### src/srs_pkg.sv
// Shared constants, types and functions of the scan range to rotated segments block.
`default_nettype none
package srs_pkg;

	localparam int POINTS_PER_SCAN = 1080;

	localparam int IDX_W = 12;
	localparam int CNT_W = 13;
	localparam int RANGE_W = 16;
	localparam int JUMP_W = 8;
	localparam int COORD_W = 17;
	localparam int COEF_W = 16;

	localparam int CFG_IDX_W = 4;
	localparam int CFG_DATA_W = 16;

	localparam logic [CFG_IDX_W-1:0] REG_NEAR_LIMIT = 4'd0;
	localparam logic [CFG_IDX_W-1:0] REG_JUMP_FRACTION = 4'd1;
	localparam logic [CFG_IDX_W-1:0] REG_ROT_XX = 4'd2;
	localparam logic [CFG_IDX_W-1:0] REG_ROT_XY = 4'd3;
	localparam logic [CFG_IDX_W-1:0] REG_ROT_YX = 4'd4;
	localparam logic [CFG_IDX_W-1:0] REG_ROT_YY = 4'd5;
	localparam logic [CFG_IDX_W-1:0] REG_ROT_ZX = 4'd6;
	localparam logic [CFG_IDX_W-1:0] REG_ROT_ZY = 4'd7;

	localparam int ANG_SPAN = 4941298;
	localparam int ANG_START = 2470649;
	localparam int ANG_LIMIT = 1647099;
	localparam int ANG_PI = 3294199;
	localparam int STEP_Q = ANG_SPAN / POINTS_PER_SCAN;
	localparam int STEP_R = ANG_SPAN % POINTS_PER_SCAN;
	localparam int HALF_N = POINTS_PER_SCAN / 2;
	localparam int PHASE_W = 23;
	localparam int REM_W = 12;
	localparam int ANG_W = 24;

	localparam int CORDIC_STEPS = 16;
	localparam int CORDIC_W = 31;
	localparam int CORDIC_X0 = 163008219;

	localparam int FIFO_DEPTH = 4;
	localparam int FIFO_PTR_W = $clog2(FIFO_DEPTH);

	typedef struct packed {
		logic signed [COEF_W-1:0] xx;
		logic signed [COEF_W-1:0] xy;
		logic signed [COEF_W-1:0] yx;
		logic signed [COEF_W-1:0] yy;
		logic signed [COEF_W-1:0] zx;
		logic signed [COEF_W-1:0] zy;
	} rot_cfg_t;

	typedef struct packed {
		logic keep;
		logic start;
		logic last;
		logic [IDX_W-1:0] idx;
		logic [RANGE_W-1:0] range;
		logic [CNT_W-1:0] cnt;
		logic [PHASE_W-1:0] phase;
	} srs_item_t;

	typedef struct packed {
		logic keep;
		logic start;
		logic last;
		logic neg;
		logic [IDX_W-1:0] idx;
		logic [RANGE_W-1:0] range;
		logic [CNT_W-1:0] cnt;
	} srs_side_t;

	function automatic logic signed [ANG_W-1:0] cordic_atan(input int k);
		logic signed [ANG_W-1:0] r;
		case (k)
			0: r = 24'sd823550;
			1: r = 24'sd486170;
			2: r = 24'sd256879;
			3: r = 24'sd130396;
			4: r = 24'sd65451;
			5: r = 24'sd32757;
			6: r = 24'sd16383;
			7: r = 24'sd8192;
			8: r = 24'sd4096;
			9: r = 24'sd2048;
			10: r = 24'sd1024;
			11: r = 24'sd512;
			12: r = 24'sd256;
			13: r = 24'sd128;
			14: r = 24'sd64;
			15: r = 24'sd32;
			default: r = '0;
		endcase
		return r;
	endfunction

endpackage
`default_nettype wire

### src/srs_fifo.sv
// Small item queue between the front and the back of the block.
`default_nettype none
module srs_fifo (
	input  logic clk,
	input  logic arst_n,
	input  logic push,
	input  srs_pkg::srs_item_t wr_item,
	output logic full,
	input  logic pop,
	output srs_pkg::srs_item_t rd_item,
	output logic empty
);

	srs_pkg::srs_item_t mem_q [srs_pkg::FIFO_DEPTH];
	logic [srs_pkg::FIFO_PTR_W-1:0] wr_ptr_q;
	logic [srs_pkg::FIFO_PTR_W-1:0] rd_ptr_q;
	logic [srs_pkg::FIFO_PTR_W:0] count_q;

	assign full = (count_q == (srs_pkg::FIFO_PTR_W+1)'(srs_pkg::FIFO_DEPTH));
	assign empty = (count_q == '0);
	assign rd_item = mem_q[rd_ptr_q];

	always_ff @(posedge clk) begin
		if (push) begin
			mem_q[wr_ptr_q] <= wr_item;
		end
	end

	always_ff @(posedge clk or negedge arst_n) begin
		if (!arst_n) begin
			wr_ptr_q <= '0;
			rd_ptr_q <= '0;
			count_q <= '0;
		end else begin
			if (push) begin
				wr_ptr_q <= wr_ptr_q + 1'b1;
			end
			if (pop) begin
				rd_ptr_q <= rd_ptr_q + 1'b1;
			end
			if (push && !pop) begin
				count_q <= count_q + 1'b1;
			end else if (pop && !push) begin
				count_q <= count_q - 1'b1;
			end
		end
	end

endmodule
`default_nettype wire

### config.mk
export PLATFORM = sky130hd
export DESIGN_NAME = srs_fifo
export DESIGN_NICKNAME = d
export VERILOG_FILES = /design/src/srs_pkg.sv /design/src/srs_fifo.sv
export SDC_FILE = /design/constraint.sdc
export NUM_CORES = 1
export LEC_CHECK = 0
export BUFFER_PORTS_ARGS = -buffer_cell sky130_fd_sc_hd__buf_2
export CAP_MARGIN = 40
export CORE_UTILIZATION = 57
export DETAILED_ROUTE_END_ITERATION = 7
export PLACE_DENSITY = 0.79
export SLEW_MARGIN = 30
export SYNTH_ARGS = -nofsm -noshare
export SYNTH_HDL_FRONTEND = slang
export SYNTH_SLANG_ARGS = --single-unit
### constraint.sdc
create_clock -name clk -period 3.1 [get_ports clk]
set_input_delay 0.31 -clock clk [delete_from_list [all_inputs] [get_ports clk]]
set_output_delay 0.31 -clock clk [all_outputs]
set_load 0.03 [all_outputs]
# ---- Word level (Yosys, flattened, before mapping)
# Memories as Yosys holds them, arrays and structs flattened.
# Index checks and enable logic that the tools add are counted.
dict set report totals {
  mem_bits_rw 268
  n_memories 1
  reg_bits 7
  inputBits 71
}
# memory depth word_bits read_ports rd_ports_with_merged_regs wr line_no
set memory_table {}
lappend memory_table {mem_q 4 67 1 0 1 srs_fifo.sv:14} ;# srs_pkg::srs_item_t mem_q [srs_pkg::FIFO_DEPTH];
dict set report op_classes {
  n_eq_ne 1
  addsub 4
  muxes 4
  n_reduce_logical 6
}
# operator n
set op_table {}
lappend op_table {{$mux W3} 2}
lappend op_table {{$add A2 B1 Y2 const B} 2}
lappend op_table {{$add A3 B1 Y3 const B} 1}
lappend op_table {{$eq A3 B3 Y1 const B} 1}
lappend op_table {{$logic_not A3 Y1} 1}
lappend op_table {{$sub A3 B1 Y3 const B} 1}
lappend op_table {{$logic_and A1 B1 Y1} 2}
lappend op_table {{$logic_not A1 Y1} 2}
lappend op_table {{$mux W1} 2}
lappend op_table {{$reduce_bool A2 Y1} 1}

# ---- Depth between registers and ports, before layout
# Gate-level depths: netlist of run 1.
dict set report logic_depth {
  ltp_word 4
  depth_mapped 7
  depth_no_buf 7
}

# ---- Worst setup path after synthesis of run 1
# No wires, ideal clock.
dict set report synth_timing {
  kind {flip-flop to flip-flop}
  start {reg wr_ptr_q[0] (netlist bit)}
  end {mem mem_q[2][0] (netlist bit), enable pin}
  n_path_buf 0
  path_slack_ns 0.480
  t_required_ns 2.668
  t_arrival_ns 2.188
  path_stages_with_launch 4
  cell_sequence {dfrtp_1 inv_1 ha_1 and2_1}
}
# item line_no
set synth_lines {}
lappend synth_lines {{start: declaration} srs_fifo.sv:15} ;# logic [srs_pkg::FIFO_PTR_W-1:0] wr_ptr_q;
lappend synth_lines {{start signal: assignment} srs_fifo.sv:36} ;# wr_ptr_q <= wr_ptr_q + 1'b1;
lappend synth_lines {{end: declaration} srs_fifo.sv:14}
# No word-level cell before the write port.

==> results of run 1 <==
==> flip-flops by register name (all words and copies together), names as in the netlist <==
signal and count:
mem_q 268, rd_ptr_q 2, count_q 3, wr_ptr_q 2
==> power by group through the flow <==
stage                     registers, mW  logic (mW)  clock network (mW)
after CTS                          5.17        4.10                3.16
after global routing               5.21        4.27                3.30
after floorplan                    5.09        3.12                   0
after detailed placement           5.24        4.07                   0
final                              5.15        4.02                3.10
after global placement             5.27        3.89                   0
==> cell usage after synthesis (all sizes together) (2+ instances only) <==
cell type | n | share of area
edfxtp | 268 | 0.80
mux4 | 67 | 0.15
buf | 13 | 0.011
dfrtp | 7 | 0.017
ha | 5 | 0.0062
and2 | 4 | 0.0025
inv | 4 | 0.0015
xor2 | 4 | 0.0035
clkbuf | 3 | 0.0011
nand2 | 2 | 0.00075
xnor2 | 2 | 0.0017
==> path summary, 6_finish.rpt <==
| path | from | cells after the start | slack, ns | to |
|---|---|---|---|---|
| setup / recovery | rd_ptr_q[0]$_DFFE_PN0P_ | 3 | 0.56 | rd_item[9] |
| hold / removal | wr_item[36] | 1 | 0.02 | mem_q[1][36]$_DFFE_PP_ |
| setup reg to reg | wr_ptr_q[0]$_DFFE_PN0P_ | 4 | 1.11 | mem_q[0][55]$_DFFE_PP_ |
| hold reg to reg | count_q[2]$_DFFE_PN0P_ | 1 | 0.51 | count_q[2]$_DFFE_PN0P_ |
| max in group asynchronous | arst_n | 2 | 2.76 | rd_ptr_q[1]$_DFFE_PN0P_ |
| min in group asynchronous | arst_n | 2 | 0.16 | count_q[1]$_DFFE_PN0P_ |
==> worst max-delay path: stages (launching register included) <==
cell	delay (ns)
dfrtp_4	0.43
buf_4	0.48
mux4_2	0.60
buf_2	0.20
==> kinds of logic after synthesis <==
family / Yosys count / synth area share
multiplexers: 68 / 0.151
AO/OA/AOI/OAI: 1 / 0.000497
buffers and inverters: 20 / 0.0137
XOR/XNOR: 6 / 0.00522
adder cells (fa/ha/maj): 6 / 0.00820
flip-flops: 275 / 0.817
AND/OR/NAND/NOR: 9 / 0.00485
==> metal layers <==
layer | vias up | part of all wire | global-route usage | routed length (um)
met3 | 33 | 0.060 | 0.0499 | 1060
met2 | 128 | 0.53 | 0.348 | 9330
li1 | 2025 | - | - | -
met5 | - | 0 | 0 | 0
met1 | 2407 | 0.39 | 0.261 | 6940
met4 | 0 | 0.017 | 0.0568 | 300
==> cell type report <==
cell class / instances / area (um^2)
Clock buffer: 29 / 683
Antenna cell: 2 / 5.00
Fill cell: 1040 / 5130
Timing Repair Buffer: 173 / 1060
Inverter: 4 / 15.0
Sequential cell: 275 / 8230
Clock inverter: 20 / 170
Multi-Input combinational cell: 90 / 1720
Tap cell: 225 / 282
==> repair_timing <==
item / in CTS / in global routing
endpoints found under the hold margin: 86 / 0
endpoints found under the setup margin: 0 / 0
hold buffers: 25 / 0
==> metrics by stage <==
stage / hold slack [ns] / setup WS, ns / instance area, um^2
final: 0.0168 / 0.556 / 12200
after global routing: 0.00381 / 0.410 / 12200
after CTS: 0.000660 / 0.483 / 12200
after detailed placement: 0.160 / 1.03 / 11100
after global placement: 0.150 / 1.03 / 11000
after floorplan: 0.0144 / 0.480 / 10100
==> results.yml, run 1 <==
status:
  status: "finished, final reports clean"
setup_path:
  required_ns: 2.79
  critical_path_class: "reg2out"
  start_kind: "register"
  crit_fanout: 28
  arrival_ns: 2.23
  end_kind: "primary output"
power:
  finalPower_mw: 12.3
  power_frac_clock: 0.252
  powerDensity_mw_per_mm2: 1010
  comb_power_share: 0.328
  p_leak_nw: 4.23
  power.internal_mw: 8.22
  p_sw_mw: 4.06
  peakVddDrop_uv: 727
  pwr-share-seq: 0.420
  swShare: 0.330
logic_synthesis:
  ys_seq_elements: 275
  synth.distinct_cells: 20
  syn-cell-area_mm2: 0.0101
  synth_edf_count: 268
  synth-main-ff-cell: "edfxtp_1"
  syn_area_per_cell_um2: 26.2
  ys_warn_count: 0
  seq_area_frac_synth: 0.817
  synth_fp_nets: 462
  ys_async_sr_fraction: 0.0255
  synthCells: 385
route:
  drc: 0
  routed_wl_um: 17600
  vias_per_cell: 5.61
  dr.pass1.iters: 4
  wl_per_cell_um: 21.6
  ant_nets: 0
  drt_iter0_markers: 296
  routed-via-count: 4593
floorplan:
  io_pins: 140
  die_height_um: 135
  rows: 48
  dieArea_mm2: 0.0182
  die_width_um: 135
  initial_core_util: 0.582
  core_area_mm2: 0.0173
cells_and_area:
  nNetsFinal: 648
  final_cell_mix: "268 x edfxtp_1, 139 x buf_2, 67 x mux4_2"
  final_common_cell: "edfxtp_1"
  drive_gt1_frac: 0.443
  syn2layout_area_growth_pct: 20.8
  final_cells: 818
  fin_util: 0.703
clock_network:
  clk_pin_slew_ns: 0.06
  clock-sinks: 275
  cts_tree: "yes"
  cts_resized: 0
  clk_latency_ns: 0.51
  postCtsSetupBuffers: 0
  clock_path_buffers: 3
  htreeDepth: 1
  root_buffer: "clkbuf_16"
  cts_made_buffers: 27
sta:
  tightest_slew_ns: 0.671
  finalSetupTns_ns: 0
  post-route-min-period_ns: 2.54
  rsz0062_at_grt: "false"
  setup_viol: 0
  relSlewSlack: 0.553
  min_period_over_period: 0.821
  hold_viol: 0
  fmax_mhz: 393
  fin_skew_ns: 0.0123
  maxSlewViolCount: 0
global_routing:
  grt_use_total: 0.203
  grt_max_degree: 42
  grt-ovfl-total: 0
  antenna_found_initial: 2
  first_global_vias: 4986
  grt_pass1_wl_um: 27300
place:
  dp_cells: 742
  hpwl_um: 10700
  gp_congestion: 0.672
  io_buffers: 139
job:
  maxCapViolations: 0
min_path:
  hold_class: "in2reg"
Note: power is estimated with default switching activity, not from simulation.
==> run 2, diff against run 1 <==
--- a/config.mk
+++ b/config.mk
@@ -5,11 +5,12 @@
 export SDC_FILE = /design/constraint.sdc
 export NUM_CORES = 1
 export LEC_CHECK = 0
+export ABC_AREA = 1
 export BUFFER_PORTS_ARGS = -buffer_cell sky130_fd_sc_hd__buf_2
 export CAP_MARGIN = 40
-export CORE_UTILIZATION = 57
+export CORE_UTILIZATION = 52
 export DETAILED_ROUTE_END_ITERATION = 7
-export PLACE_DENSITY = 0.79
+export PLACE_DENSITY = 0.75
 export SLEW_MARGIN = 30
 export SYNTH_ARGS = -nofsm -noshare
 export SYNTH_HDL_FRONTEND = slang
==> constraint.sdc (replaced) <==
create_clock -name clk -period 2.1 [get_ports clk]
set_input_delay 0.21 -clock clk [delete_from_list [all_inputs] [get_ports clk]]
set_output_delay 0.21 -clock clk [all_outputs]
set_load 0.03 [all_outputs]
==> run 2 against run 1 <==
Compared with the run above: combinational power grew to 2.5 times the previous value; highest routed layer unchanged; largest cell class unchanged; hold slack better by 0.058 ns; global-route usage is 0.81 points lower; utilization is 2.6 points lower.
==> results.yml, run 2 <==
status:
  status: "finished, final reports clean"
logic_synthesis:
  synth_top_cell_by_area: "edfxtp_1"
  yosys.cell_count.top_type: "edfxtp_1"
  ys_async_sr_fraction: 0.0255
  ys_seq_elements: 275
  seq_area_frac_synth: 0.707
  synth.distinct_cells: 19
  synth_edf_count: 268
  synth_common_cells: "268 x edfxtp_1, 214 x nand2_1, 145 x inv_1, 95 x o211ai_2, 39 x o211ai_1"
  syn_area_per_cell_um2: 14.0
  syn-cell-area_mm2: 0.0116
  synth_top_area_share: 0.692
  synthCells: 830
  ys_warn_count: 0
  synth_fp_nets: 907
  synth.area.top_cells: "edfxtp_1 69%, o211ai_2 10%, nand2_1 6.9%, inv_1 4.7%, buf_6 2.9%"
  synth-main-ff-cell: "edfxtp_1"
cells_and_area:
  post-route-cell-area_mm2: 0.0148
  top_regs: "mem_q (268), count_q (3)"
  final_cell_mix: "268 x edfxtp_1, 212 x nand2_1, 141 x inv_1"
  syn2layout_area_growth_pct: 27.5
  nNetsFinal: 1151
  final_common_cell: "edfxtp_1"
  drive_gt1_frac: 0.301
  largest_register_ffs: 268
  antenna_cells: 0
  regMostFlops: "mem_q"
  final_cells: 1375
place:
  dp_cells: 1235
  io_buffers: 139
  dpl_cell_area_mm2: 0.0128
  gp_congestion: 0.707
  hpwl_um: 13100
floorplan:
  die_width_um: 152
  dieArea_mm2: 0.0230
  core_area_mm2: 0.0219
  die_height_um: 152
  rows: 54
  initial_core_util: 0.531
  io_pins: 140
route:
  routed-via-count: 6955
  routed_wl_um: 23200
  ant_nets: 0
  vias_per_cell: 5.06
  dr.pass1.iters: 5
  drt_iter0_markers: 344
  wl_per_cell_um: 16.8
  drc: 0
setup_path:
  cpPeakStageDelay_ns: 0.54
  start_kind: "register"
  required_ns: 1.89
  arrival_ns: 1.87
  crit_fanout: 18
  path_buf_inv: 3
  cpLargestDelayFamily: "flip-flops"
  cpMaxStageDelayCell: "dfrtp_4"
  end_kind: "primary output"
  critical_path_class: "reg2out"
  crit_chain: "buf_12, clkbuf_16, o211ai_1, nand2_1, buf_4"
sta:
  fmax_mhz: 480
  worst_hold_slack_ns: 0.0743
  setup_viol: 0
  finalSetupTns_ns: 0
  post-route-min-period_ns: 2.08
  relSlewSlack: 0.699
  rsz0062_at_grt: "true"
  maxSlewViolCount: 0
  tightest_slew_ns: 0.451
  min_period_over_period: 0.993
  hold_viol: 0
  fin_skew_ns: 0.0107
clock_network:
  cts_tree: "yes"
  clock_path_buffers: 3
  root_buffer: "clkbuf_16"
  clk_pin_slew_ns: 0.06
  cts_made_buffers: 28
  clk_latency_ns: 0.52
  clock-sinks: 275
  htreeDepth: 1
global_routing:
  grt_pass1_wl_um: 34000
  first_global_vias: 6693
  grt_max_degree: 37
  grt_use_total: 0.195
  grt-ovfl-total: 0
  antenna_found_initial: 0
power:
  peakVddDrop_uv: 1050
  powerDensity_mw_per_mm2: 1530
  p_leak_nw: 6.07
job:
  maxCapViolations: 0
min_path:
  hold_class: "in2async"
-- run 2: cell count changes in the layout (fill, tap and decap cells not counted), sizes merged, moves of 13 or more --
cell         delta
nand2         +212
inv           +138
o211ai        +134
mux4           -67
dlygate4sd3    +45
buf            +33
clkbuf         +24
clkinv         -13
-- run 2: timing repair --
| item | CTS | global route |
|---|---|---|
| setup buffers | 6 | 8 |
| pin swaps | 4 | 20 |
| hold buffers | 70 | 0 |
| resized for setup | 7 | 72 |
| hold endpoints to repair | 278 | 0 |
| endpoints found under the setup margin | 67 | 49 |
| cloned | 0 | 5 |
-- run 2: final cells by class --
cell class,instances,area [um^2]
flip-flops and latches,275,8230
repair buffers,260,2320
well taps,280,350
fillers,1449,7060
clock inverters,7,106
clock buffers,44,812
multi-input cells,363,2440
inverters,146,568
-- run 2: power by group --
group | total [mW] | switching (mW) | internal (mW)
clock | 4.87 | 1.87 | 3.00
combinational | 10.2 | 6.37 | 3.84
sequential | 7.56 | 0.369 | 7.19
-- run 2: path summary, 6_finish.rpt --
check	startpoint	end	slack (ns)	cells after the start
hold / removal	arst_n	wr_ptr_q[0]$_DFFE_PN0P_	0.07	2
hold reg to reg	count_q[2]$_DFFE_PN0P_	count_q[2]$_DFFE_PN0P_	0.51	2
setup / recovery	rd_ptr_q[0]$_DFFE_PN0P_	rd_item[14]	0.02	5
max in group asynchronous	arst_n	rd_ptr_q[1]$_DFFE_PN0P_	1.83	2
min in group clk	wr_item[0]	mem_q[2][0]$_DFFE_PP_	0.42	2
setup reg to reg	wr_ptr_q[0]$_DFFE_PN0P_	mem_q[3][45]$_DFFE_PP_	0.38	4
-- run 2: metal layers --
layer  part of all wire  global-route usage  vias to the layer above
li1                   -                   -                     3382
met1               0.42               0.247                     3377
met2               0.51               0.337                      157
met3              0.044              0.0356                       39
met4              0.022              0.0658                        0
met5                  0                   0                        -
-- run 2: cells by family after synthesis --
family	after synthesis	share of synthesized area
xor gates and xnor gates	4	0.00301
buffers and inverters	192	0.0840
AOI/OAI and AO/OA	135	0.128
and+or+nand+nor	218	0.0709
adders and majority gates	6	0.00710
DFF	275	0.707
-- run 2: worst register-to-register path, delay by kind of cell, from the launching register on --
kind | cells | cell delay (ns)
fa+ha+maj | 1 | 0.21
simple gates | 1 | 0.09
buf+inv | 2 | 0.74
flops | 1 | 0.42
-- run 2: stage by stage --
step / power (mW) / setup WS, ns / util
final: 22.6 / 0.0153 / 0.677
after global routing: 23.7 / -0.0520 / 0.677
after CTS: 21.8 / -0.000720 / 0.661
after floorplan: 14.2 / 0.0197 / -
after global placement: 16.5 / 0.436 / 0.584
after detailed placement: 16.6 / 0.377 / 0.584
