**src/srs_pkg.sv**
```systemverilog
// Shared constants, types and functions of the scan range to rotated segments block.
`default_nettype none
package srs_pkg;

	localparam int POINTS_PER_SCAN = 1080;

	localparam int IDX_W = 12;
	localparam int CNT_W = 13;
	localparam int RANGE_W = 16;
	localparam int JUMP_W = 8;
	localparam int COORD_W = 17;
	localparam int COEF_W = 16;

	localparam int CFG_IDX_W = 4;
	localparam int CFG_DATA_W = 16;

	localparam logic [CFG_IDX_W-1:0] REG_NEAR_LIMIT = 4'd0;
	localparam logic [CFG_IDX_W-1:0] REG_JUMP_FRACTION = 4'd1;
	localparam logic [CFG_IDX_W-1:0] REG_ROT_XX = 4'd2;
	localparam logic [CFG_IDX_W-1:0] REG_ROT_XY = 4'd3;
	localparam logic [CFG_IDX_W-1:0] REG_ROT_YX = 4'd4;
	localparam logic [CFG_IDX_W-1:0] REG_ROT_YY = 4'd5;
	localparam logic [CFG_IDX_W-1:0] REG_ROT_ZX = 4'd6;
	localparam logic [CFG_IDX_W-1:0] REG_ROT_ZY = 4'd7;

	localparam int ANG_SPAN = 4941298;
	localparam int ANG_START = 2470649;
	localparam int ANG_LIMIT = 1647099;
	localparam int ANG_PI = 3294199;
	localparam int STEP_Q = ANG_SPAN / POINTS_PER_SCAN;
	localparam int STEP_R = ANG_SPAN % POINTS_PER_SCAN;
	localparam int HALF_N = POINTS_PER_SCAN / 2;
	localparam int PHASE_W = 23;
	localparam int REM_W = 12;
	localparam int ANG_W = 24;

	localparam int CORDIC_STEPS = 16;
	localparam int CORDIC_W = 31;
	localparam int CORDIC_X0 = 163008219;

	localparam int FIFO_DEPTH = 4;
	localparam int FIFO_PTR_W = $clog2(FIFO_DEPTH);

	typedef struct packed {
		logic signed [COEF_W-1:0] xx;
		logic signed [COEF_W-1:0] xy;
		logic signed [COEF_W-1:0] yx;
		logic signed [COEF_W-1:0] yy;
		logic signed [COEF_W-1:0] zx;
		logic signed [COEF_W-1:0] zy;
	} rot_cfg_t;

	typedef struct packed {
		logic keep;
		logic start;
		logic last;
		logic [IDX_W-1:0] idx;
		logic [RANGE_W-1:0] range;
		logic [CNT_W-1:0] cnt;
		logic [PHASE_W-1:0] phase;
	} srs_item_t;

	typedef struct packed {
		logic keep;
		logic start;
		logic last;
		logic neg;
		logic [IDX_W-1:0] idx;
		logic [RANGE_W-1:0] range;
		logic [CNT_W-1:0] cnt;
	} srs_side_t;

	function automatic logic signed [ANG_W-1:0] cordic_atan(input int k);
		logic signed [ANG_W-1:0] r;
		case (k)
			0: r = 24'sd823550;
			1: r = 24'sd486170;
			2: r = 24'sd256879;
			3: r = 24'sd130396;
			4: r = 24'sd65451;
			5: r = 24'sd32757;
			6: r = 24'sd16383;
			7: r = 24'sd8192;
			8: r = 24'sd4096;
			9: r = 24'sd2048;
			10: r = 24'sd1024;
			11: r = 24'sd512;
			12: r = 24'sd256;
			13: r = 24'sd128;
			14: r = 24'sd64;
			15: r = 24'sd32;
			default: r = '0;
		endcase
		return r;
	endfunction

endpackage
`default_nettype wire

```
**src/srs_front.sv**
```systemverilog
// Front end: takes range samples, tracks the scan state and classifies each item.
`default_nettype none
module srs_front (
	input  logic clk,
	input  logic arst_n,
	input  logic in_valid,
	output logic in_ready,
	input  logic [srs_pkg::RANGE_W-1:0] range_mm,
	input  logic scan_last,
	input  logic [srs_pkg::RANGE_W-1:0] near_limit_mm,
	input  logic [srs_pkg::JUMP_W-1:0] jump_fraction,
	input  logic full,
	output logic push,
	output srs_pkg::srs_item_t item
);

	localparam int RW = srs_pkg::REM_W;

	logic [srs_pkg::IDX_W-1:0] idx_q;
	logic [srs_pkg::PHASE_W-1:0] phase_q;
	logic [RW-1:0] rem_q;
	logic [srs_pkg::RANGE_W-1:0] prev_q;
	logic have_q;
	logic [srs_pkg::CNT_W-1:0] cnt_q;

	logic acc;
	logic drop;
	logic start;
	logic wrap;
	logic carry;
	logic [RW:0] rem_sum;
	logic [RW-1:0] rem_next;
	logic [srs_pkg::PHASE_W-1:0] phase_next;
	logic [srs_pkg::CNT_W-1:0] cnt_next;
	logic [8:0] hi_f;
	logic [8:0] lo_f;
	logic [24:0] d_w;
	logic [24:0] hi_w;
	logic [24:0] lo_w;

	assign in_ready = !full;
	assign acc = in_valid && !full;
	assign drop = (range_mm < near_limit_mm);
	assign push = acc && (!drop || scan_last);

	assign hi_f = 9'd256 + {1'b0, jump_fraction};
	assign lo_f = 9'd256 - {1'b0, jump_fraction};
	assign d_w = {1'b0, range_mm, 8'h00};
	assign hi_w = 25'(prev_q) * 25'(hi_f);
	assign lo_w = 25'(prev_q) * 25'(lo_f);
	assign start = !have_q || (d_w > hi_w) || (d_w < lo_w);

	assign wrap = (idx_q == srs_pkg::IDX_W'(srs_pkg::POINTS_PER_SCAN - 1));
	assign rem_sum = {1'b0, rem_q} + (RW+1)'(srs_pkg::STEP_R);
	assign carry = (rem_sum >= (RW+1)'(srs_pkg::POINTS_PER_SCAN));
	assign rem_next = carry ? RW'(rem_sum - (RW+1)'(srs_pkg::POINTS_PER_SCAN))
		: rem_sum[RW-1:0];
	assign phase_next = phase_q + srs_pkg::PHASE_W'(srs_pkg::STEP_Q)
		+ srs_pkg::PHASE_W'(carry);

	always_comb begin
		cnt_next = cnt_q;
		if (drop && (cnt_q != '1)) begin
			cnt_next = cnt_q + 1'b1;
		end
	end

	always_comb begin
		item.keep = !drop;
		item.start = start;
		item.last = scan_last;
		item.idx = idx_q;
		item.range = range_mm;
		item.cnt = cnt_next;
		item.phase = phase_q;
	end

	always_ff @(posedge clk or negedge arst_n) begin
		if (!arst_n) begin
			idx_q <= '0;
			phase_q <= '0;
			rem_q <= RW'(srs_pkg::HALF_N);
			prev_q <= '0;
			have_q <= 1'b0;
			cnt_q <= '0;
		end else if (acc) begin
			if (!drop) begin
				prev_q <= range_mm;
			end
			if (scan_last || wrap) begin
				idx_q <= '0;
				phase_q <= '0;
				rem_q <= RW'(srs_pkg::HALF_N);
			end else begin
				idx_q <= idx_q + 1'b1;
				phase_q <= phase_next;
				rem_q <= rem_next;
			end
			if (scan_last) begin
				cnt_q <= '0;
				have_q <= 1'b0;
			end else begin
				cnt_q <= cnt_next;
				have_q <= have_q || !drop;
			end
		end
	end

endmodule
`default_nettype wire

```
**config.mk**
```make
export PLATFORM = sky130hd
export DESIGN_NAME = srs_front
export DESIGN_NICKNAME = d
export VERILOG_FILES = /design/src/srs_pkg.sv /design/src/srs_front.sv
export SDC_FILE = /design/constraint.sdc
export NUM_CORES = 1
export LEC_CHECK = 0
export ABC_CLOCK_PERIOD_IN_PS = 22400
export BUFFER_PORTS_ARGS = -buffer_cell sky130_fd_sc_hd__buf_4
export CORE_MARGIN = 4
export CORE_UTILIZATION = 59
export CTS_CLUSTER_DIAMETER = 40
export DETAILED_ROUTE_END_ITERATION = 12
export PLACE_DENSITY = 0.79
export SLEW_MARGIN = 20
export SYNTH_ARGS = -nofsm -noshare
export SYNTH_HDL_FRONTEND = slang
export SYNTH_SLANG_ARGS = --single-unit
```
**constraint.sdc**
```tcl
create_clock -name clk -period 22.4 [get_ports clk]
set_input_delay 6.72 -clock clk [delete_from_list [all_inputs] [get_ports clk]]
set_output_delay 6.72 -clock clk [all_outputs]
set_load 0.03 [all_outputs]
```
## Word-level counts from Yosys, hierarchy flattened

Cells that the tools add are included.

- Add/subtract/negate cells: 8
- Multipliers: 2
- Magnitude comparators: 4
- Eq/ne operators: 2
- Mux-type cells: 7
- Bitwise operators: 1
- Reduce and logical (&&, ||, !) cells: 12

Operator list:

| operator | count |
|---|---|
| multiplier 16 x 9 -> 25 bit | 2 |
| two-way mux 12 bit | 3 |
| two-way mux 13 bit | 2 |
| > comparator 24 x 25 -> 1 bit | 1 |
| less-than comparator 24 x 25 -> 1 bit | 1 |
| adder 23 x 1 -> 23 bit | 1 |
| adder 23 x 13 -> 23 bit, second input constant | 1 |
| two-way mux 23 bit | 1 |
| less-than comparator 16 bit | 1 |
| adder 12 x 9 -> 13 bit, second input constant | 1 |
| adder 13 x 1 -> 13 bit, second input constant | 1 |
| >= comparator 13 x 11 -> 1 bit, second input constant | 1 |
| inequality test 13 bit, second input constant | 1 |
| adder 12 x 1 -> 12 bit, second input constant | 1 |
| equality test 12 x 11 -> 1 bit, second input constant | 1 |
| subtractor 12 x 11 -> 12 bit, second input constant | 1 |
| adder 9 x 8 -> 9 bit, first input constant | 1 |
| subtractor 9 x 8 -> 9 bit, first input constant | 1 |
| logical OR 1 bit | 5 |
| logical AND 1 bit | 3 |
| zero test 1 bit | 3 |
| AND reduction 2 bit | 1 |
| two-way mux 1 bit | 1 |
| inverter 1 bit | 1 |

- Register bits: 77
- Input bits: 45
- Output and inout bits: 69
- Logic and storage cells: 42

## Longest topological paths before layout

Gate-level depths: netlist of the first run.

- Depth after elaboration: 5
- Mapped depth: 35
- Depth with buffers taken out: 32

## Least setup slack after synthesis of the first run

Ideal clock, no wire load.

- Kind: input-to-output
- Start: in jump_fraction[0] (netlist bit)
- End: out item[65] (netlist bit)
- Arrival time: 13.424 ns
- Required time: 15.680 ns
- Slack: 2.256 ns
- Cell stages on the path: 31
- Path through: clkbuf_1 -> inv_1 -> ha_1 -> nand2_1 -> or3_1 -> clkbuf_1 -> xor2_1 -> clkbuf_1 -> nand2_1 -> fa_1 -> fa_1 -> inv_1 -> fa_1 -> inv_1 -> fa_1 -> inv_1 -> ha_1 -> or2_2 -> o21ai_0 -> a31oi_1 -> or2_2 -> a21o_1 -> a21oi_1 -> xor2_1 -> ha_1 -> nand4_1 -> a21oi_1 -> o21ai_0 -> a221o_1 -> a211o_1 -> buf_4

- Word-level cells in the longest chain between the ends: 5

Ends and longest elaborated chain:

| item | RTL line | text |
|---|---|---|
| start: declaration | srs_front.sv:11 | `input logic [srs_pkg::JUMP_W-1:0] jump_fraction,` |
| adder 9 x 8 -> 9 bit | srs_front.sv:46 | `assign hi_f = 9'd256 + {1'b0, jump_fraction};` |
| multiplier 16 x 9 -> 25 bit | srs_front.sv:49 | `assign hi_w = 25'(prev_q) * 25'(hi_f);` |
| > comparator 24 x 25 -> 1 bit | srs_front.sv:51 | `assign start = !have_q \|\| (d_w > hi_w) \|\| (d_w < lo_w);` |
| logical OR 1 bit | srs_front.sv:51 |  |
| logical OR 1 bit (*) | srs_front.sv:51 |  |
| end: declaration | srs_front.sv:14 | `output srs_pkg::srs_item_t item` |

Mark *: on every way between the ends. The rest lies on a longest branch, timed or not.

==> metrics.txt, run 1 <==
Pre-Repair DR Iteration Count 5; Post-synth top flop dfrtp_1; syn_nets 2047; FMAX between 40 and 50 MHz; Hold Crit Depth 2; GPL Wtd Cong 0.912; clock buffer depth 2; Crit. End Element output port; FF-to-FF Start rem_q[2]$_DFFE_PN1P_; nets@finish 2105; Filler Cell Count 1914; first-pass GRT wire length 61500 um; CP max stage delay 800 ps; grt total ovfl 0; DR vias 11658; type of origin of the critical path primary input; post-synthesis cell count 1660; CTS Buf Count 9; CTS clk-pin slew, worst paths 60 ps; most instantiated library cell after synthesis inv_1; IO Pins about 110; share of post-route cells with drive strength above 1 around a tenth; hold bufs inserted after CTS 0; Core ar. 23800 um^2; Critical Path AT 14840 ps; syn avg cell area 8.66 um^2; Post-synth EDFFs 0; Hold Path Class reg2reg; R2R Setup Slk between 15000 and 20000 ps; Routed Antenna Nets 0; CTS root buf clkbuf_16; largest net degree at the start of global routing between 70 and 80; Routed WL 36500 um; die width 164 um; Rows 56; slowest CP cell nor3_1; clock skew a little under 9 ps; synthesis-stage register bit count between 70 and 80; number of global-route vias before repair 12229; initial antenna violation count 0; area leader, netlist fa_1; buffers inserted during post-CTS setup optimization 0; min Tclk post-route approximately 22000 ps; max_slew headroom 32.5%; WL per Instance 17.9 um; Initial Utilization about 61%; CP max FO 18; Area contributors post-synth fa_1 28%, dfrtp_1 13%, ha_1 13%; Port Buffers 113; Netlist Area Pre-Place 14400 um^2; number of max-cap violations 0; # setup viols final 0; post-route setup TNS 0 ps; Gates resized, CTS repair 0; Final Max Slew Viols 0; CTS tree yes; Initial DRC Count 805; status complete, no violations; CP Class in2out; library cells used by synthesis 75; area grow syn2layout 9.04%; Die Height 164 um; ys async rst share 100%; Clock H-tree levels 3; RSZ-0062 raised after global routing false; Worst-Skew Late Latency between 300 and 400 ps; multi-input logic area 11000 um^2; Slew @ Worst Pin 1010 ps; placed wire-length estimate 29000 um; Seq/Total Area, Yosys 13.3%; clock sink total 76; CP required approximately 16000 ps; Worst R2R End phase_q[21]$_DFFE_PN0P_; die area 26900 um^2; gr usage total 28.6%; # diodes 0; register area 1910 um^2; hold path start have_q$_DFFE_PN0P_; commonest cells in the netlist 305 x inv_1, 198 x fa_1, 181 x nand2_1, 144 x ha_1, 128 x and2_1; yosys warns 0; final hold violation count 0; worst hold endpoint have_q$_DFFE_PN0P_; Tcrit/Tclk final 96.2%; worst reg-to-reg path cell count 16; # DRC 0; Synth top area share between 20% and 30%; Vias per Instance 5.71
through the flow:
step | util (%) | instance area [um^2] | worst slack, ps | cells | hold WS [ps]
4_1_cts | 66.0 | 15700 | 905 | 2041 | 540
2_1_floorplan | - | 14400 | 2260 | 1660 | 488
3_5_place_dp | 64.6 | 15300 | 909 | 2026 | 524
3_3_place_gp | 64.6 | 15300 | 1130 | 2026 | 515
6_report | 66.0 | 15700 | 841 | 2041 | 541
5_1_grt | 66.0 | 15700 | 428 | 2041 | 565
critical path: cells and delay by family:
| family | cells | cell delay [ps] |
|---|---|---|
| adders and majority gates | 7 | 2980 |
| AOI/OAI and AO/OA | 10 | 2360 |
| and+or+nand+nor | 9 | 2070 |
| xor gates and xnor gates | 1 | 90 |
| buffers and inverters | 6 | 610 |
logic make-up after synthesis:
group	share of synthesized area [%]
mux	1.69
flops	13.3
fa+ha+maj	40.1
xor+xnor	5.30
compound gates	10.8
simple gates	18.2
buf+inv	10.7
worst max path at each step:
stage | startpoint | end | slack, ps
global route | jump_fraction[0] | item[65] | 430
floorplan | jump_fraction[0] | item[65] | 2260
CTS | jump_fraction[0] | item[65] | 910
finish | jump_fraction[0] | item[65] | 840
detailed placement | jump_fraction[0] | item[65] | 910
global placement | jump_fraction[0] | item[65] | 1130
registers in the layout, indices dropped and copies added, names as in the netlist:
signal   count
have_q       1
idx_q       12
rem_q       11
prev_q      16
cnt_q       13
phase_q     23
placed cells by master, fill, tap and decap left out, drive strengths merged, types with 4 or more instances in the layout:
| cell type | instances |
|---|---|
| inv | 306 |
| fa | 198 |
| nand2 | 181 |
| ha | 144 |
| and2 | 128 |
| buf | 124 |
| nor2 | 77 |
| dfrtp | 72 |
| a21oi | 57 |
| o21ai | 47 |
| xor2 | 46 |
| xnor2 | 41 |
| a21o | 24 |
| nand3 | 24 |
| mux2 | 18 |
| a31oi | 15 |
| nand4 | 15 |
| nor3 | 14 |
| nand2b | 13 |
| or3 | 13 |
| and3 | 12 |
| nor4 | 12 |
| o21a | 9 |
| clkbuf | 9 |
| or2 | 9 |
| nor2b | 8 |
| o211ai | 7 |
| o41ai | 7 |
| a211oi | 7 |
| o31ai | 6 |
| a41oi | 5 |
| mux2i | 4 |
| o22ai | 4 |
| a22o | 4 |
| dfstp | 4 |
| a2111oi | 4 |
layer usage:
metal / global-route usage [%] / part of all wire [%]
met1: 38.4 / 42
met2: 46.8 / 47
met3: 6.02 / 8.0
met4: 8.62 / 2.9
met5: 0 / 0
cell type report:
type	instances	share of cell area [%]
repair buffers	124	5.96
well taps	319	2.55
clock inverters	6	0.726
inverters	307	7.35
flip-flops and latches	76	12.2
multi-input cells	1200	69.8
clock buffers	9	1.44
Power of run 1 is not shown: default switching activity piles up to over one toggle a cycle in this logic, so the estimate is an artifact.
==> run 2, diff against run 1 <==
--- a/config.mk
+++ b/config.mk
@@ -5,13 +5,14 @@
 export SDC_FILE = /design/constraint.sdc
 export NUM_CORES = 1
 export LEC_CHECK = 0
+export ABC_AREA = 1
 export ABC_CLOCK_PERIOD_IN_PS = 22400
 export BUFFER_PORTS_ARGS = -buffer_cell sky130_fd_sc_hd__buf_4
 export CORE_MARGIN = 4
-export CORE_UTILIZATION = 59
+export CORE_UTILIZATION = 60
 export CTS_CLUSTER_DIAMETER = 40
 export DETAILED_ROUTE_END_ITERATION = 12
-export PLACE_DENSITY = 0.79
+export PLACE_DENSITY = 0.8
 export SLEW_MARGIN = 20
 export SYNTH_ARGS = -nofsm -noshare
 export SYNTH_HDL_FRONTEND = slang
==> metrics.txt, run 2 <==
grt total ovfl 0 (unchanged); Slew @ Worst Pin 1040 ps (+25.5 ps); Clock H-tree levels 3 (unchanged); Area contributors post-synth fa_1 27%, dfrtp_1 12%, ha_1 12%; area leader, netlist fa_1; Hold Path Class reg2reg; FF-to-FF Start rem_q[2]$_DFFE_PN1P_; Gates resized, CTS repair 0 (unchanged); syn avg cell area 7.33 um^2 (-15%); hold bufs inserted after CTS 0 (unchanged); FMAX 50.3 MHz (+8.4%); Initial Utilization 61.5% (+0.99 points); number of flip-flops in the largest register 23 (unchanged); cell mode on critical path inv_1; most frequent cells in the layout 472 x inv_1, 437 x nand2_1, 198 x fa_1, 168 x nor2_1, 144 x ha_1; Worst R2R End phase_q[20]$_DFFE_PN0P_; gr usage total 28.6% (about the same); # setup viols final 0 (unchanged); # diodes 0 (unchanged); Critical path origin jump_fraction[1]; worst reg-to-reg path cell count 22 (+6); CP max stage delay 560 ps (-240 ps); number of global-route vias before repair 12907 (+5.5%); Synth top area share 27.1% (-0.44 points); CTS tree yes; commonest cells in the netlist 472 x inv_1, 437 x nand2_1, 198 x fa_1, 168 x nor2_1, 144 x ha_1; Post-synth EDFFs 0 (unchanged); most flop-heavy register phase_q; final core utilization 66.7% (+0.67 points); Die Height 164 um (about the same); placed wire-length estimate 30000 um (+3.4%); commonest non-fill, non-tap cell in the layout inv_1; Initial DRC Count 1057 (+31%); share of post-route cells with drive strength above 1 8.67% (-2.0 points); # DRC 0 (unchanged); ys async rst share 100% (unchanged); slowest CP cell fa_1; Final Max Slew Viols 0 (unchanged); most instantiated library cell after synthesis inv_1; min Tclk post-route 19890 ps (-1660 ps); Crit. End Element output port; initial antenna violation count 0 (unchanged); Pre-Repair DR Iteration Count 6 (+1); WL per Instance 15.5 um (-13%); Core ar. 23800 um^2 (unchanged); clock sink total 76 (unchanged); DR vias 12862 (+10%); R2R Setup Slk 18940 ps (+910 ps); die width 164 um (about the same); clock skew 8.84 ps (+0.110 ps); Worst-Skew Late Latency 350 ps (about the same); area grow syn2layout 8.38%; final hold violation count 0 (unchanged); status complete, no violations; Tcrit/Tclk final 88.8% (-7.4 points); Vias per Instance 5.42 (-5.0%); Critical Path AT 13170 ps (-1670 ps); Rows 56 (unchanged); CTS root buf clkbuf_16; CP max FO 18 (unchanged); Seq/Total Area, Yosys 13.0% (-0.21 points); number of max-cap violations 0 (unchanged); Port Buffers 113 (unchanged); GPL Wtd Cong 0.941 (+3.1%); largest net degree at the start of global routing 77 (unchanged); max_slew headroom 30.8% (-1.7 points); yosys warns 0 (unchanged); Routed Antenna Nets 0 (unchanged); library cells used by synthesis 53 (-29%); buffers inserted during post-CTS setup optimization 0 (unchanged); CP Class in2out; Worst Setup EP item[65]; Routed WL 36900 um (+1.1%); CTS clk-pin slew, worst paths 60 ps (about the same); type of origin of the critical path primary input; CP required 15680 ps (about the same); RSZ-0062 raised after global routing false; first-pass GRT wire length 61900 um (+0.72%); die area 26900 um^2 (about the same); syn_nets 2381 (+16%); IO Pins 114 (unchanged); post-synthesis cell count 1994 (+20%); Netlist Area Pre-Place 14600 um^2 (+1.6%); post-route setup TNS 0 ps (unchanged); Largest regs phase_q x23, prev_q x16, cnt_q x13; CTS Buf Count 9 (unchanged); synthesis-stage register bit count 76 (unchanged); clock buffer depth 2 (unchanged); nets@finish 2434 (+16%); Post-synth top flop dfrtp_1
-- run 2: cell types whose count changed in the layout (fill, tap and decap cells not counted), moves of 18 or more --
cell and change:
a21oi_1 +34, inv_1 +167, o21ai_1 +27, inv_2 +18, nor2_1 +92, nand2_1 +256, and2_1 -127, mux2_2 -18
nand3_1 +49
-- run 2: logic make-up after synthesis --
logic type | after synthesis | synth area share [%]
flip-flops | 76 | 13.0
adder cells (fa/ha/maj) | 342 | 39.4
buffers and inverters | 571 | 15.3
AND/OR/NAND/NOR | 756 | 21.4
AO/OA/AOI/OAI | 187 | 7.05
XOR/XNOR | 62 | 3.77
-- run 2: layout make-up --
| class | count | area (um^2) |
|---|---|---|
| Clock buffer | 11 | 243 |
| Clock inverter | 5 | 83.8 |
| Fill cell | 1976 | 7910 |
| Inverter | 497 | 1870 |
| Multi-Input combinational cell | 1347 | 10500 |
| Sequential cell | 76 | 1910 |
| Tap cell | 319 | 399 |
| Timing Repair Buffer | 116 | 871 |
-- run 2: how the worst min path moves through the flow --
stage | depth (start not counted) | slack, ps | start | endpoint
after floorplan | 2 | 470 | cnt_q[4]$_DFFE_PN0P_ | cnt_q[4]$_DFFE_PN0P_
after global placement | 1 | 480 | idx_q[11]$_DFFE_PN0P_ | idx_q[11]$_DFFE_PN0P_
after detailed placement | 1 | 490 | idx_q[11]$_DFFE_PN0P_ | idx_q[11]$_DFFE_PN0P_
after CTS | 1 | 500 | idx_q[11]$_DFFE_PN0P_ | idx_q[11]$_DFFE_PN0P_
after global routing | 2 | 530 | cnt_q[4]$_DFFE_PN0P_ | cnt_q[4]$_DFFE_PN0P_
final | 1 | 500 | idx_q[11]$_DFFE_PN0P_ | idx_q[11]$_DFFE_PN0P_
-- run 2: worst max-delay path: cells and delay by family --
family / cells / cell delay (ps)
AO/OA/AOI/OAI: 4 / 860
XOR/XNOR: 1 / 170
adder cells (fa/ha/maj): 7 / 2870
buffers and inverters: 9 / 810
AND/OR/NAND/NOR: 10 / 1730
-- run 2: metrics by stage --
step,area (um^2),hold WS (ps),std cells,setup slack (ps)
3_5_place_dp,15500,490,2355,2630
6_report,15800,499,2371,2510
5_1_grt,15800,529,2371,2100
2_1_floorplan,14600,471,1994,2950
4_1_cts,15800,501,2371,2610
3_3_place_gp,15500,484,2355,2760
-- run 2: layer usage --
metal  part of all wire [%]  global-route usage, %  vias to the layer above
met5                      0                      0                        -
met4                    4.4                   10.8                        0
li1                       -                      -                     6073
met3                    7.8                   5.12                       86
met2                     48                   48.5                      519
met1                     39                   36.6                     6184
Power of run 2 is left out for the same reason.
==> run 3, diff against run 2 <==
--- a/config.mk
+++ b/config.mk
@@ -9,10 +9,10 @@
 export ABC_CLOCK_PERIOD_IN_PS = 22400
 export BUFFER_PORTS_ARGS = -buffer_cell sky130_fd_sc_hd__buf_4
 export CORE_MARGIN = 4
-export CORE_UTILIZATION = 60
+export CORE_UTILIZATION = 63
 export CTS_CLUSTER_DIAMETER = 40
 export DETAILED_ROUTE_END_ITERATION = 12
-export PLACE_DENSITY = 0.8
+export PLACE_DENSITY = 0.83
 export SLEW_MARGIN = 20
 export SYNTH_ARGS = -nofsm -noshare
 export SYNTH_HDL_FRONTEND = slang
==> metrics.txt, run 3 (synthesis gave the netlist of run 2 again) <==
status complete, no violations; clock sink total 76 (unchanged); most frequent cells in the layout 472 x inv_1, 437 x nand2_1, 198 x fa_1, 168 x nor2_1, 144 x ha_1; Worst-Skew Late Latency 360 ps (about the same); FF-to-FF Start rem_q[2]$_DFFE_PN1P_; hold path start idx_q[11]$_DFFE_PN0P_; Initial DRC Count 1203 (+14%); Gates resized, CTS repair 0 (unchanged); WL per Instance 15.9 um (+2.5%); # DRC 0 (unchanged); Critical Path AT 13250 ps (+80 ps); Final Max Slew Viols 0 (unchanged); gr usage total 29.5% (+0.98 points); number of global-route vias before repair 13063 (+1.2%); Pre-Repair DR Iteration Count 6 (unchanged); buffers inserted during post-CTS setup optimization 0 (unchanged); Routed Antenna Nets 0 (unchanged); slowest CP cell fa_1; post-route setup TNS 0 ps (unchanged); worst reg-to-reg path cell count 22 (unchanged); met3 GRT Util 4.54% (-0.58 points); final core utilization 69.6% (+2.9 points); GPL Wtd Cong 0.960 (+2.1%); # diodes 0 (unchanged); critical path depth in cells 34 (+9.7%); die width 160 um (-2.3%); CTS Buf Count 9 (unchanged); Worst R2R End phase_q[20]$_DFFE_PN0P_; cell family with most CP delay adder cells; Post-Layout Cell Count 2337 (-1.4%); final worst slack 2430 ps (-79.8 ps); FMAX 50.1 MHz (-0.40%); worst hold endpoint idx_q[11]$_DFFE_PN0P_; hold bufs inserted after CTS 0 (unchanged); CP bufs+invs 9 (unchanged); most flop-heavy register phase_q; commonest non-fill, non-tap cell in the layout inv_1; cell mode on critical path inv_1; Die Height 160 um (-2.3%); min Tclk post-route 19970 ps (+79.8 ps); Routed WL 37200 um (+1.1%); Hold Crit Depth 1 (unchanged); Hold Path Class reg2reg; DR vias 13046 (+1.4%); nets@finish 2434 (unchanged); Largest regs phase_q x23, prev_q x16, cnt_q x13; number of flip-flops in the largest register 23 (unchanged); share of post-route cells with drive strength above 1 8.72% (+0.049 points); grt total ovfl 0 (unchanged); worst slack, placed 2600 ps (-34.8 ps); CTS root buf clkbuf_16; area grow syn2layout 8.07%; Core ar. 22700 um^2 (-4.4%); initial antenna violation count 0 (unchanged); placed wire-length estimate 29800 um (-0.70%); Vias per Instance 5.58 (+2.9%); CP required 15680 ps (about the same); RSZ-0062 raised after global routing false; Tcrit/Tclk final 89.2% (+0.36 points); Placed Cells 2321 (-1.4%); max_slew headroom 27.8% (-3.0 points); CP max FO 18 (unchanged); # setup viols final 0 (unchanged); Crit. End Element output port; Port Buffers 113 (unchanged); CTS clk-pin slew, worst paths 80 ps (+20 ps); Initial Utilization 64.4% (+2.8 points); clock skew 13.1 ps (+4.29 ps); clock buffer depth 2 (unchanged); first-pass GRT wire length 62400 um (+0.83%); CP max stage delay 550 ps (about the same); die area 25700 um^2 (-4.5%); Most Crowded Layer GR met2; final hold violation count 0 (unchanged); R2R Setup Slk 18890 ps (-50 ps); CTS tree yes; Slew @ Worst Pin 1080 ps (+43.7 ps); CP Class in2out; Clock H-tree levels 3 (unchanged); type of origin of the critical path primary input; IO Pins 114 (unchanged); largest net degree at the start of global routing 77 (unchanged); Rows 55 (-1.8%); grt met1 use 38.7% (+2.2 points); number of max-cap violations 0 (unchanged); GR Layer Usage met2 50.1% (+1.6 points)
==> run 3: cell count changes in the layout (fill, tap and decap cells not counted) <==
cell and change:
clkbuf_8 -1, clkinv_8 +1, clkbuf_1 -1, buf_4 -1, clkinv_4 +2, clkinvlp_4 -2, bufinv_16 -1, inv_8 +2
buf_6 +1
==> run 3: routing by layer <==
layer  share of wire, %  routed length [um]
met5                  0                   0
met4                3.9                1450
met3                8.0                2980
met2                 49               18100
met1                 39               14700
==> run 3: area by class of cell <==
cell class	count	area (um^2)
Tap cell	285	357
Timing Repair Buffer	116	875
Clock inverter	7	95.1
Sequential cell	76	1910
Inverter	497	1870
Fill cell	1886	6910
Multi-Input combinational cell	1347	10500
Clock buffer	9	225
==> run 3: worst max path at each step <==
| stage | start | endpoint | slack (ps) |
|---|---|---|---|
| 2_1_floorplan | jump_fraction[0] | item[65] | 2950 |
| 3_3_place_gp | jump_fraction[0] | item[65] | 2760 |
| 3_5_place_dp | jump_fraction[0] | item[65] | 2600 |
| 4_1_cts | jump_fraction[0] | item[65] | 2560 |
| 5_1_grt | jump_fraction[0] | item[65] | 2020 |
| 6_report | jump_fraction[0] | item[65] | 2430 |
==> run 3: worst reg2reg max path, cell delays in order, from the launching register on <==
cell     delay [ps]
dfstp_2         540
ha_1            180
nor2_1           80
o21ai_2         170
nand2_2         100
nand2_1          90
nand2_1          70
xor2_1          170
nor2_2          170
nand2_1         130
nor2_4          190
ha_1            220
ha_1            190
nand2_1          90
o21ai_1         310
inv_2            60
a21oi_1         200
inv_1            80
nand3_1          70
nor2_1           70
nand3_1          70
nand2_1          50
a21oi_1         140
==> run 3: through the flow <==
step | instance area [um^2] | hold slack [ps]
3_3_place_gp | 15500 | 491
4_1_cts | 15800 | 516
5_1_grt | 15800 | 566
3_5_place_dp | 15500 | 504
2_1_floorplan | 14600 | 471
6_report | 15800 | 520
Power of run 3 is left out for the same reason.
